**src/rtl/cnpr_pkg.sv**
```systemverilog
// Package for the checksum-neutral prefix rewrite block.
// Holds register indexes, field constants and the configuration struct.
// No dependencies; used by every module of the block.
`default_nettype none

package cnpr_pkg;

  // Configuration port index width and register indexes
  localparam int unsigned CfgIdxW = 3;
  localparam logic [CfgIdxW-1:0] RegInsidePrefix  = 3'd0;
  localparam logic [CfgIdxW-1:0] RegOutsidePrefix = 3'd1;
  localparam logic [CfgIdxW-1:0] RegRewriteMask   = 3'd2;
  localparam logic [CfgIdxW-1:0] RegInsideLength  = 3'd3;
  localparam logic [CfgIdxW-1:0] RegOutsideLength = 3'd4;
  localparam logic [CfgIdxW-1:0] RegForwardAdjust = 3'd5;
  localparam logic [CfgIdxW-1:0] RegReverseAdjust = 3'd6;

  // Field widths
  localparam int unsigned HalfW = 64;
  localparam int unsigned WordW = 16;
  localparam int unsigned LenW  = 8;

  // Prefix length limits and the all-ones word
  localparam logic [LenW-1:0]  MaxLen     = 8'd64;
  localparam logic [LenW-1:0]  LongLen    = 8'd48;
  localparam logic [WordW-1:0] WordAllOne = 16'hffff;

  // Register file contents handed to the datapath
  typedef struct packed {
    logic [HalfW-1:0] inside_prefix;
    logic [HalfW-1:0] outside_prefix;
    logic [HalfW-1:0] rewrite_mask;
    logic [LenW-1:0]  inside_length;
    logic [LenW-1:0]  outside_length;
    logic [WordW-1:0] forward_adjust;
    logic [WordW-1:0] reverse_adjust;
  } cfg_t;

  // Translation result
  typedef struct packed {
    logic [HalfW-1:0] new_upper;
    logic [HalfW-1:0] new_lower;
    logic             rejected;
  } res_t;

endpackage

`default_nettype wire

```
**src/rtl/checksum_neutral_prefix_rewrite.sv**
```systemverilog
// Checksum-neutral IPv6 prefix rewrite, top level.
// Instantiates cnpr_cfg_regs and cnpr_xlate; uses cnpr_pkg.
//
// Usage:
//   Input channel (in_valid_i/in_ready_o) carries one 128-bit address and
//   a direction per transfer. Output channel (out_valid_o/out_ready_i)
//   returns the rewritten address and a rejected flag, one per input.
//   The configuration channel (cfg_valid_i/cfg_ready_o) writes one register
//   per transfer, selected by cfg_index_i; it is always ready. Unknown
//   indexes are dropped. Write registers only while the block is empty.
//   Each result passes through the input register, then the result register,
//   with the rewrite logic in between.
//   Throughput: one address per cycle while the receiver keeps up.
//   When the receiver stalls, the result register holds and the input
//   register fills; the input side stalls only once both are occupied.
//   Reset clears the configuration registers to zero and empties the
//   pipeline.
`default_nettype none

module checksum_neutral_prefix_rewrite (
  input  wire logic                          clk_i,
  input  wire logic                          rst_ni,
  // configuration
  input  wire logic                          cfg_valid_i,
  output      logic                          cfg_ready_o,
  input  wire logic [cnpr_pkg::CfgIdxW-1:0]  cfg_index_i,
  input  wire logic [cnpr_pkg::HalfW-1:0]    cfg_data_i,
  // input items
  input  wire logic                          in_valid_i,
  output      logic                          in_ready_o,
  input  wire logic [cnpr_pkg::HalfW-1:0]    addr_upper_i,
  input  wire logic [cnpr_pkg::HalfW-1:0]    addr_lower_i,
  input  wire logic                          outbound_i,
  // results
  output      logic                          out_valid_o,
  input  wire logic                          out_ready_i,
  output      logic [cnpr_pkg::HalfW-1:0]    new_upper_o,
  output      logic [cnpr_pkg::HalfW-1:0]    new_lower_o,
  output      logic                          rejected_o
);

  cnpr_pkg::cfg_t cfg;
  cnpr_pkg::res_t res;

  logic                       s1_valid_q, s1_valid_d;
  logic [cnpr_pkg::HalfW-1:0] s1_upper_q, s1_lower_q;
  logic                       s1_outbound_q;
  logic                       s2_valid_q, s2_valid_d;
  cnpr_pkg::res_t             s2_res_q;
  logic                       s2_ready, in_xfer, s2_load;

  // Register file
  assign cfg_ready_o = 1'b1;

  cnpr_cfg_regs u_cfg_regs (
    .clk_i       (clk_i),
    .rst_ni      (rst_ni),
    .cfg_valid_i (cfg_valid_i),
    .cfg_index_i (cfg_index_i),
    .cfg_data_i  (cfg_data_i),
    .cfg_o       (cfg)
  );

  // Pipeline flow control
  assign s2_ready   = !s2_valid_q || out_ready_i;
  assign in_ready_o = !s1_valid_q || s2_ready;
  assign in_xfer    = in_valid_i && in_ready_o;
  assign s2_load    = s1_valid_q && s2_ready;
  assign s1_valid_d = in_ready_o ? in_valid_i : s1_valid_q;
  assign s2_valid_d = s2_ready ? s1_valid_q : s2_valid_q;

  always_ff @(posedge clk_i or negedge rst_ni) begin
    if (!rst_ni) begin
      s1_valid_q <= 1'b0;
      s2_valid_q <= 1'b0;
    end else begin
      s1_valid_q <= s1_valid_d;
      s2_valid_q <= s2_valid_d;
    end
  end

  // Input register
  always_ff @(posedge clk_i) begin
    if (in_xfer) begin
      s1_upper_q    <= addr_upper_i;
      s1_lower_q    <= addr_lower_i;
      s1_outbound_q <= outbound_i;
    end
  end

  // Rewrite logic
  cnpr_xlate u_xlate (
    .cfg_i      (cfg),
    .upper_i    (s1_upper_q),
    .lower_i    (s1_lower_q),
    .outbound_i (s1_outbound_q),
    .res_o      (res)
  );

  // Result register
  always_ff @(posedge clk_i) begin
    if (s2_load) begin
      s2_res_q <= res;
    end
  end

  assign out_valid_o = s2_valid_q;
  assign new_upper_o = s2_res_q.new_upper;
  assign new_lower_o = s2_res_q.new_lower;
  assign rejected_o  = s2_res_q.rejected;

  // Checks
  a_ready_low_means_full: assert property (@(posedge clk_i) disable iff (!rst_ni)
    !in_ready_o |-> (s1_valid_q && s2_valid_q))
    else $error("input stalled with a free stage");

  a_load_gives_result: assert property (@(posedge clk_i) disable iff (!rst_ni)
    s2_load |=> out_valid_o)
    else $error("loaded result not presented");

  a_short_pfx_keeps_lower: assert property (@(posedge clk_i) disable iff (!rst_ni)
    (s2_load && (cfg.inside_length <= cnpr_pkg::LongLen)
             && (cfg.outside_length <= cnpr_pkg::LongLen))
      |=> (new_lower_o == $past(s1_lower_q)))
    else $error("lower half changed for a short prefix");

endmodule

`default_nettype wire

```
**src/rtl/cnpr_cfg_regs.sv**
```systemverilog
// Configuration register file for the prefix rewrite block.
// Depends on cnpr_pkg for register indexes and the cfg_t struct.
`default_nettype none

module cnpr_cfg_regs (
  input  wire logic                          clk_i,
  input  wire logic                          rst_ni,
  input  wire logic                          cfg_valid_i,
  input  wire logic [cnpr_pkg::CfgIdxW-1:0]  cfg_index_i,
  input  wire logic [cnpr_pkg::HalfW-1:0]    cfg_data_i,
  output      cnpr_pkg::cfg_t                cfg_o
);

  cnpr_pkg::cfg_t cfg_q, cfg_d;

  // Decode a write transfer; unknown indexes leave everything as is
  always_comb begin
    cfg_d = cfg_q;
    if (cfg_valid_i) begin
      case (cfg_index_i)
        cnpr_pkg::RegInsidePrefix:  cfg_d.inside_prefix  = cfg_data_i;
        cnpr_pkg::RegOutsidePrefix: cfg_d.outside_prefix = cfg_data_i;
        cnpr_pkg::RegRewriteMask:   cfg_d.rewrite_mask   = cfg_data_i;
        cnpr_pkg::RegInsideLength:  cfg_d.inside_length  = cfg_data_i[cnpr_pkg::LenW-1:0];
        cnpr_pkg::RegOutsideLength: cfg_d.outside_length = cfg_data_i[cnpr_pkg::LenW-1:0];
        cnpr_pkg::RegForwardAdjust: cfg_d.forward_adjust = cfg_data_i[cnpr_pkg::WordW-1:0];
        cnpr_pkg::RegReverseAdjust: cfg_d.reverse_adjust = cfg_data_i[cnpr_pkg::WordW-1:0];
        default: ;
      endcase
    end
  end

  always_ff @(posedge clk_i or negedge rst_ni) begin
    if (!rst_ni) begin
      cfg_q <= '0;
    end else begin
      cfg_q <= cfg_d;
    end
  end

  assign cfg_o = cfg_q;

endmodule

`default_nettype wire

```
**src/rtl/cnpr_xlate.sv**
```systemverilog
// Single-pass translation logic: prefix check, word choice, mask rewrite
// and ones' complement adjust. Depends on cnpr_pkg.
`default_nettype none

module cnpr_xlate (
  input  wire cnpr_pkg::cfg_t                cfg_i,
  input  wire logic [cnpr_pkg::HalfW-1:0]    upper_i,
  input  wire logic [cnpr_pkg::HalfW-1:0]    lower_i,
  input  wire logic                          outbound_i,
  output      cnpr_pkg::res_t                res_o
);

  localparam int unsigned NumLanes = cnpr_pkg::HalfW / cnpr_pkg::WordW;
  localparam int unsigned ShW      = $clog2(cnpr_pkg::HalfW + 1);

  logic [cnpr_pkg::HalfW-1:0]  from_pfx, to_pfx, top_mask, upper_rw;
  logic [cnpr_pkg::WordW-1:0]  adj;
  logic [cnpr_pkg::LenW-1:0]   len;
  logic [ShW-1:0]              shamt;
  logic                        len_ok, pfx_match, long_pfx, found;
  logic [$clog2(NumLanes)-1:0] sel;
  logic [cnpr_pkg::WordW-1:0]  lane [NumLanes];
  logic [cnpr_pkg::WordW-1:0]  word_in, word_out;
  logic [cnpr_pkg::WordW:0]    sum;
  logic [cnpr_pkg::WordW-1:0]  folded;
  logic                        ok;

  // Direction picks source/target prefix and adjustment
  assign from_pfx = outbound_i ? cfg_i.inside_prefix  : cfg_i.outside_prefix;
  assign to_pfx   = outbound_i ? cfg_i.outside_prefix : cfg_i.inside_prefix;
  assign adj      = outbound_i ? cfg_i.forward_adjust : cfg_i.reverse_adjust;

  // Effective prefix length and its top-bits mask
  assign len    = (cfg_i.inside_length > cfg_i.outside_length) ?
                  cfg_i.inside_length : cfg_i.outside_length;
  assign len_ok = (len <= cnpr_pkg::MaxLen);
  assign shamt  = ShW'(cnpr_pkg::MaxLen - len);
  assign top_mask = (len == '0) ? '0 : ({cnpr_pkg::HalfW{1'b1}} << shamt);
  assign pfx_match = (((upper_i ^ from_pfx) & top_mask) == '0);
  assign long_pfx  = (len > cnpr_pkg::LongLen);

  // Interface identifier lanes, word 4 in the top lane
  always_comb begin
    for (int k = 0; k < NumLanes; k++) begin
      lane[k] = lower_i[cnpr_pkg::HalfW-1-k*cnpr_pkg::WordW -: cnpr_pkg::WordW];
    end
  end

  // First lane that is not all ones
  always_comb begin
    found = 1'b0;
    sel   = '0;
    for (int k = NumLanes - 1; k >= 0; k--) begin
      if (lane[k] != cnpr_pkg::WordAllOne) begin
        found = 1'b1;
        sel   = k[$clog2(NumLanes)-1:0];
      end
    end
  end

  // Accept/reject decision
  always_comb begin
    if (!len_ok || !pfx_match) begin
      ok = 1'b0;
    end else if (long_pfx) begin
      ok = (lower_i != '0) && found;
    end else begin
      ok = (upper_i[cnpr_pkg::WordW-1:0] != cnpr_pkg::WordAllOne);
    end
  end

  // Mask rewrite of the upper half
  assign upper_rw = (upper_i & ~cfg_i.rewrite_mask) | (to_pfx & cfg_i.rewrite_mask);

  // Ones' complement add; a single end-around carry is enough here
  assign word_in  = long_pfx ? lane[sel] : upper_rw[cnpr_pkg::WordW-1:0];
  assign sum      = {1'b0, word_in} + {1'b0, adj};
  assign folded   = sum[cnpr_pkg::WordW-1:0] + {{(cnpr_pkg::WordW-1){1'b0}}, sum[cnpr_pkg::WordW]};
  assign word_out = (folded == cnpr_pkg::WordAllOne) ? '0 : folded;

  // Assemble the result
  always_comb begin
    res_o.rejected  = !ok;
    res_o.new_upper = upper_i;
    res_o.new_lower = lower_i;
    if (ok) begin
      res_o.new_upper = upper_rw;
      if (long_pfx) begin
        for (int k = 0; k < NumLanes; k++) begin
          if (sel == k[$clog2(NumLanes)-1:0]) begin
            res_o.new_lower[cnpr_pkg::HalfW-1-k*cnpr_pkg::WordW -: cnpr_pkg::WordW] = word_out;
          end
        end
      end else begin
        res_o.new_upper[cnpr_pkg::WordW-1:0] = word_out;
      end
    end
  end

endmodule

`default_nettype wire

```
**config.mk**
```make
export PLATFORM = sky130hd
export DESIGN_NAME = checksum_neutral_prefix_rewrite
export DESIGN_NICKNAME = d
export VERILOG_FILES = /design/src/rtl/cnpr_pkg.sv /design/src/rtl/checksum_neutral_prefix_rewrite.sv /design/src/rtl/cnpr_cfg_regs.sv /design/src/rtl/cnpr_xlate.sv
export SDC_FILE = /design/constraint.sdc
export NUM_CORES = 1
export LEC_CHECK = 0
export ABC_AREA = 1
export BUFFER_PORTS_ARGS = -buffer_cell sky130_fd_sc_hd__clkbuf_2
export CORE_AREA = 4 4 298 300
export CTS_CLUSTER_DIAMETER = 120
export DETAILED_ROUTE_END_ITERATION = 7
export DIE_AREA = 0 0 302 304
export HOLD_SLACK_MARGIN = 0.03
export PLACE_DENSITY = 0.43
export SLEW_MARGIN = 20
export SYNTH_ARGS = -nofsm -noshare
export SYNTH_HDL_FRONTEND = slang
export SYNTH_SLANG_ARGS = --single-unit
```
**constraint.sdc**
```tcl
create_clock -name clk_i -period 19.6 [get_ports clk_i]
set_input_delay 1.96 -clock clk_i [delete_from_list [all_inputs] [get_ports clk_i]]
set_output_delay 1.96 -clock clk_i [all_outputs]
set_load 0.05 [all_outputs]
```
==> results.md <==
| Result | Reported | Unit |
| --- | --- | --- |
| Outcome | completed | - |
| Placed Cells incl. Taps | 4433 | - |
| Remaining Overflow, GRT | 0 | - |
| Crit path max-delay cell type | nand2_1 | - |
| DR iter-0 viols | 1820 | - |
| Mapped Area | 25700 | sq um |
| Ports | 333 | - |
| GRT Overall Usage | 20.5 | % |
| Placer congestion estimate | 0.915 | - |
| Max-cap violations | 0 | - |
| Adder-Cell Fraction of Synth Area | 1.54 | % |
| Clock Root Buffer | clkbuf_16 | - |
| CP endpoint kind | flop | - |
| Total number of vias | 22100 | - |
| Post-CTS sizing | 0 | - |
| Met2 Usage GRT | 34.2 | % |
| Average vias per placed instance | 4.86 | - |
| Clock Skews | 40.7 | ps |
| Critical Path Source Type | flop | - |
| FMAX | 0.122 | GHz |
| Maximum number of buffers from clock root to sink | 3 | - |
| Worst ir drop on vdd | 86.1 | uV |
| Largest net degree at the start of global routing | 141 | - |
| Worst Setup Path Type | flop to flop | - |
| Most numerous cell on the critical path | nand2_1 | - |
| Static leakage | 14.2 | nW |
| Number of rows in the core area | 108 | - |
| Unrepaired setup endpoints after global routing | no | - |
| Sequential-to-total area share from yosys stat | 53.7 | % |
| Compound-cell area share of the yosys netlist | 10.6 | % |
| Cells after Synth | 3079 | - |
| Synthesis Warnings | 0 | - |
| Vias in the first global route | 21500 | - |
| DP HPWL | 66900 | um |
| Initial standard-cell utilization of the core | 29.8 | % |
| Number of design rule violations left after detail routing | 0 | - |
| Number of buffers added to fix hold violations after cts | 0 | - |
| Flop-to-flop setup slack | 11400 | ps |
| Worst Hold Class | flop to flop | - |
| Post-synthesis cell type count | 50 | - |
| Number of nets in the final layout | 3572 | - |
| WP data required | 19960 | ps |
| Sum of negative setup slack | 0 | ps |
| Maximum cell stage delay along the critical path | 720 | ps |
| Number of antenna violations at the first check in global routing | 2 | - |
| Post-layout minimum cycle time | 8200 | ps |
| Register bit count reported by yosys | 500 | - |
| Layout-stage area growth over the synthesis result | 17.8 | % |
| Sinks on Clock Net | 500 | - |
| Number of buffers added on ports | 331 | - |
| Number of fill cells in the layout | 9204 | - |
| Global Route met3 Usage | 2.82 | % |
| First-pass GRT wire length | 143000 | um |
| Syn nets | 3311 | - |
| Most heavily used metal layer in global routing | met2 | - |
| Combinational family with the most area after synthesis | simple AND/OR/NAND/NOR gates | - |
| Power density cells | 145 | nW/um^2 |
| Average routed wire per standard cell | 21.1 | um |
| Overall power | 0.00440 | W |
| Maximum level of the CTS H-tree | 2 | - |
| Finish-stage setup viols | 0 | - |
| CTS tree | done | - |
| Number of buffers added for setup after CTS | 0 | - |
| Routed wire length | 96000 | um |
| Xor/xnor share of the synthesized area | 2.66 | % |
| Share of the cycle needed by the critical path after routing | 41.9 | % |
| Final number of max-transition violations | 0 | - |
| Vertical die dimension | 304 | um |
| GR met1 Demand/Resource | 28.0 | % |
| Total Die Area | 91800 | sq um |
| Inserted Clock Buffers | 60 | - |
| Number of buffer and inverter stages on the critical path | 4 | - |
| Rel. slew slack | 27.8 | % |
| Core Box Area | 86200 | sq um |
| Clock latency on the worst-skew pair | 650 | ps |
| Simple-gate share of the synthesized area | 25.7 | % |
| Top cell family by delay on the critical path | simple AND/OR/NAND/NOR gates | - |
| Worst-path fanout max | 48 | - |
| Post-detailed-route count of antenna-violating nets | 0 | - |
| Hold slack | 482 | ps |
| Critical path arrival | 8570 | ps |
| Horizontal extent of the die | 302 | um |
| Count of TritonRoute iterations in the first routing pass | 5 | - |
| Clock slew at the register clock pins of the worst setup and hold paths | 60 | ps |
| Mux cell area share after synthesis | 0 | % |
| Pin slew with the least headroom to its limit | 1080 | ps |
| Post-route insts no fill | 4548 | - |
| Avg Synthesized Cell Area | 8.35 | sq um |
| Count of final hold-check violations | 0 | - |
| Layout cell share with drive strength beyond 1 | 14.0 | % |
| Finished Core Util | 35.1 | % |
## final cells by class
cell class	count	area [sq um]	share of cell area, %
clock buffer	79	1620	5.36
tap	1155	1450	4.77
clock inverter	35	372	1.23
timing repair buffer	349	1810	5.99
antenna	1	2.50	0.00826
sequential	500	13800	45.6
multi-input combinational	2233	10500	34.6
inverter	196	746	2.46
## metrics by stage
| step | setup slack [ps] | area [sq um] |
|---|---|---|
| after global placement | 11650 | 28300 |
| after floorplan | 10730 | 25700 |
| final | 11400 | 30300 |
| after detailed placement | 11560 | 28300 |
| after global routing | 10600 | 30300 |
| after CTS | 11510 | 30300 |
## kinds of logic (layout without fill, tap and decap cells)
group	count (synthesis)	count (layout)
AND/OR/NAND/NOR	1612	1612
AO/OA/AOI/OAI	511	511
flip-flops	500	500
buffers and inverters	346	659
XOR/XNOR	78	78
adder cells (fa/ha/maj)	31	31
other	1	2
## metal layers
layer / wire, um / part of all wire, %
met5: 13 / 0.014
met4: 2640 / 2.7
met3: 5010 / 5.2
met2: 45500 / 47
met1: 42800 / 45
## worst min-delay path, delay by kind of cell (launching register included)
kind	cells	cell delay, ps
compound gates	1	60
simple gates	1	50
flops	1	340
## cells in the mapped netlist, drive strengths merged
cell type	n	area, sq um
o41ai	1	8.76
nor4	21	131
a21boi	1	7.51
nand4	38	268
inv	195	734
a22oi	3	22.5
dfrtp	242	6060
or2	1	6.26
a221o	1	10.0
ha	30	375
xor2	74	648
edfxtp	258	7750
xnor2	4	35.0
a21o	2	15.0
nor3	10	50.1
a221oi	1	8.76
and3	2	12.5
nand2	1167	4450
nand3b	5	37.5
a21oi	31	155
clkinv	1	3.75
o31ai	5	37.5
buf	59	405
o21a	1	7.51
o22ai	16	100
or3	1	6.26
a41oi	3	26.3
o21bai	4	30.0
conb	1	3.75
fa	1	20.0
clkbuf	91	342
nand3	195	986
nor2	172	661
o2111ai	1	8.76
o21ai	388	1950
a31oi	48	300
o221ai	5	43.8
## state kept, by name (all words and copies together) (netlist names)
name              count
out_valid_o           1
s1_outbound_q         1
rejected_o            1
s1_lower_q           64
s1_upper_q           64
new_lower_o          64
new_upper_o          64
s1_valid_q            1
u_cfg_regs.cfg_o    240
## where the power goes
part	switching, W	internal (W)
logic	0.00138	0.000441
clock network	0.000472	0.000663
registers	0.000129	0.00131
total	0.00198	0.00242
## cell usage in the layout, fill, tap and decap left out, types with 3 or more instances in the layout
cell / count
bufinv_16: 6
clkbuf_16: 61
buf_4: 17
nor4_1: 21
ha_1: 30
nand2_4: 10
clkbuf_2: 330
clkbuf_1: 15
a31oi_1: 48
nand3_1: 193
edfxtp_1: 258
a22oi_1: 3
inv_6: 3
nand2_2: 11
clkinv_2: 13
nand2_1: 1146
nand4_1: 36
o31ai_1: 5
xnor2_1: 4
a41oi_1: 3
o21ai_1: 16
nor2_1: 168
o221ai_1: 5
clkbuf_8: 3
inv_1: 190
nand3b_1: 5
dfrtp_1: 242
o21ai_0: 370
xor2_1: 74
o22ai_1: 16
clkinv_1: 12
nor3_1: 10
a21oi_1: 30
o21bai_1: 4
## path summary, 6_finish.rpt
kind	from	endpoint	depth (start not counted)
worst max-delay path	u_cfg_regs.cfg_o[35]	new_upper_o[3]	43
worst min-delay path	u_cfg_regs.cfg_o[13]	u_cfg_regs.cfg_o[13]	2
worst max register to register	u_cfg_regs.cfg_o[35]	new_upper_o[3]	43
worst min register to register	u_cfg_regs.cfg_o[13]	u_cfg_regs.cfg_o[13]	2
max in group asynchronous	rst_ni	u_cfg_regs.cfg_o[112]	2
min in group asynchronous	rst_ni	out_valid_o	1
(Power assumes the default switching activity.)
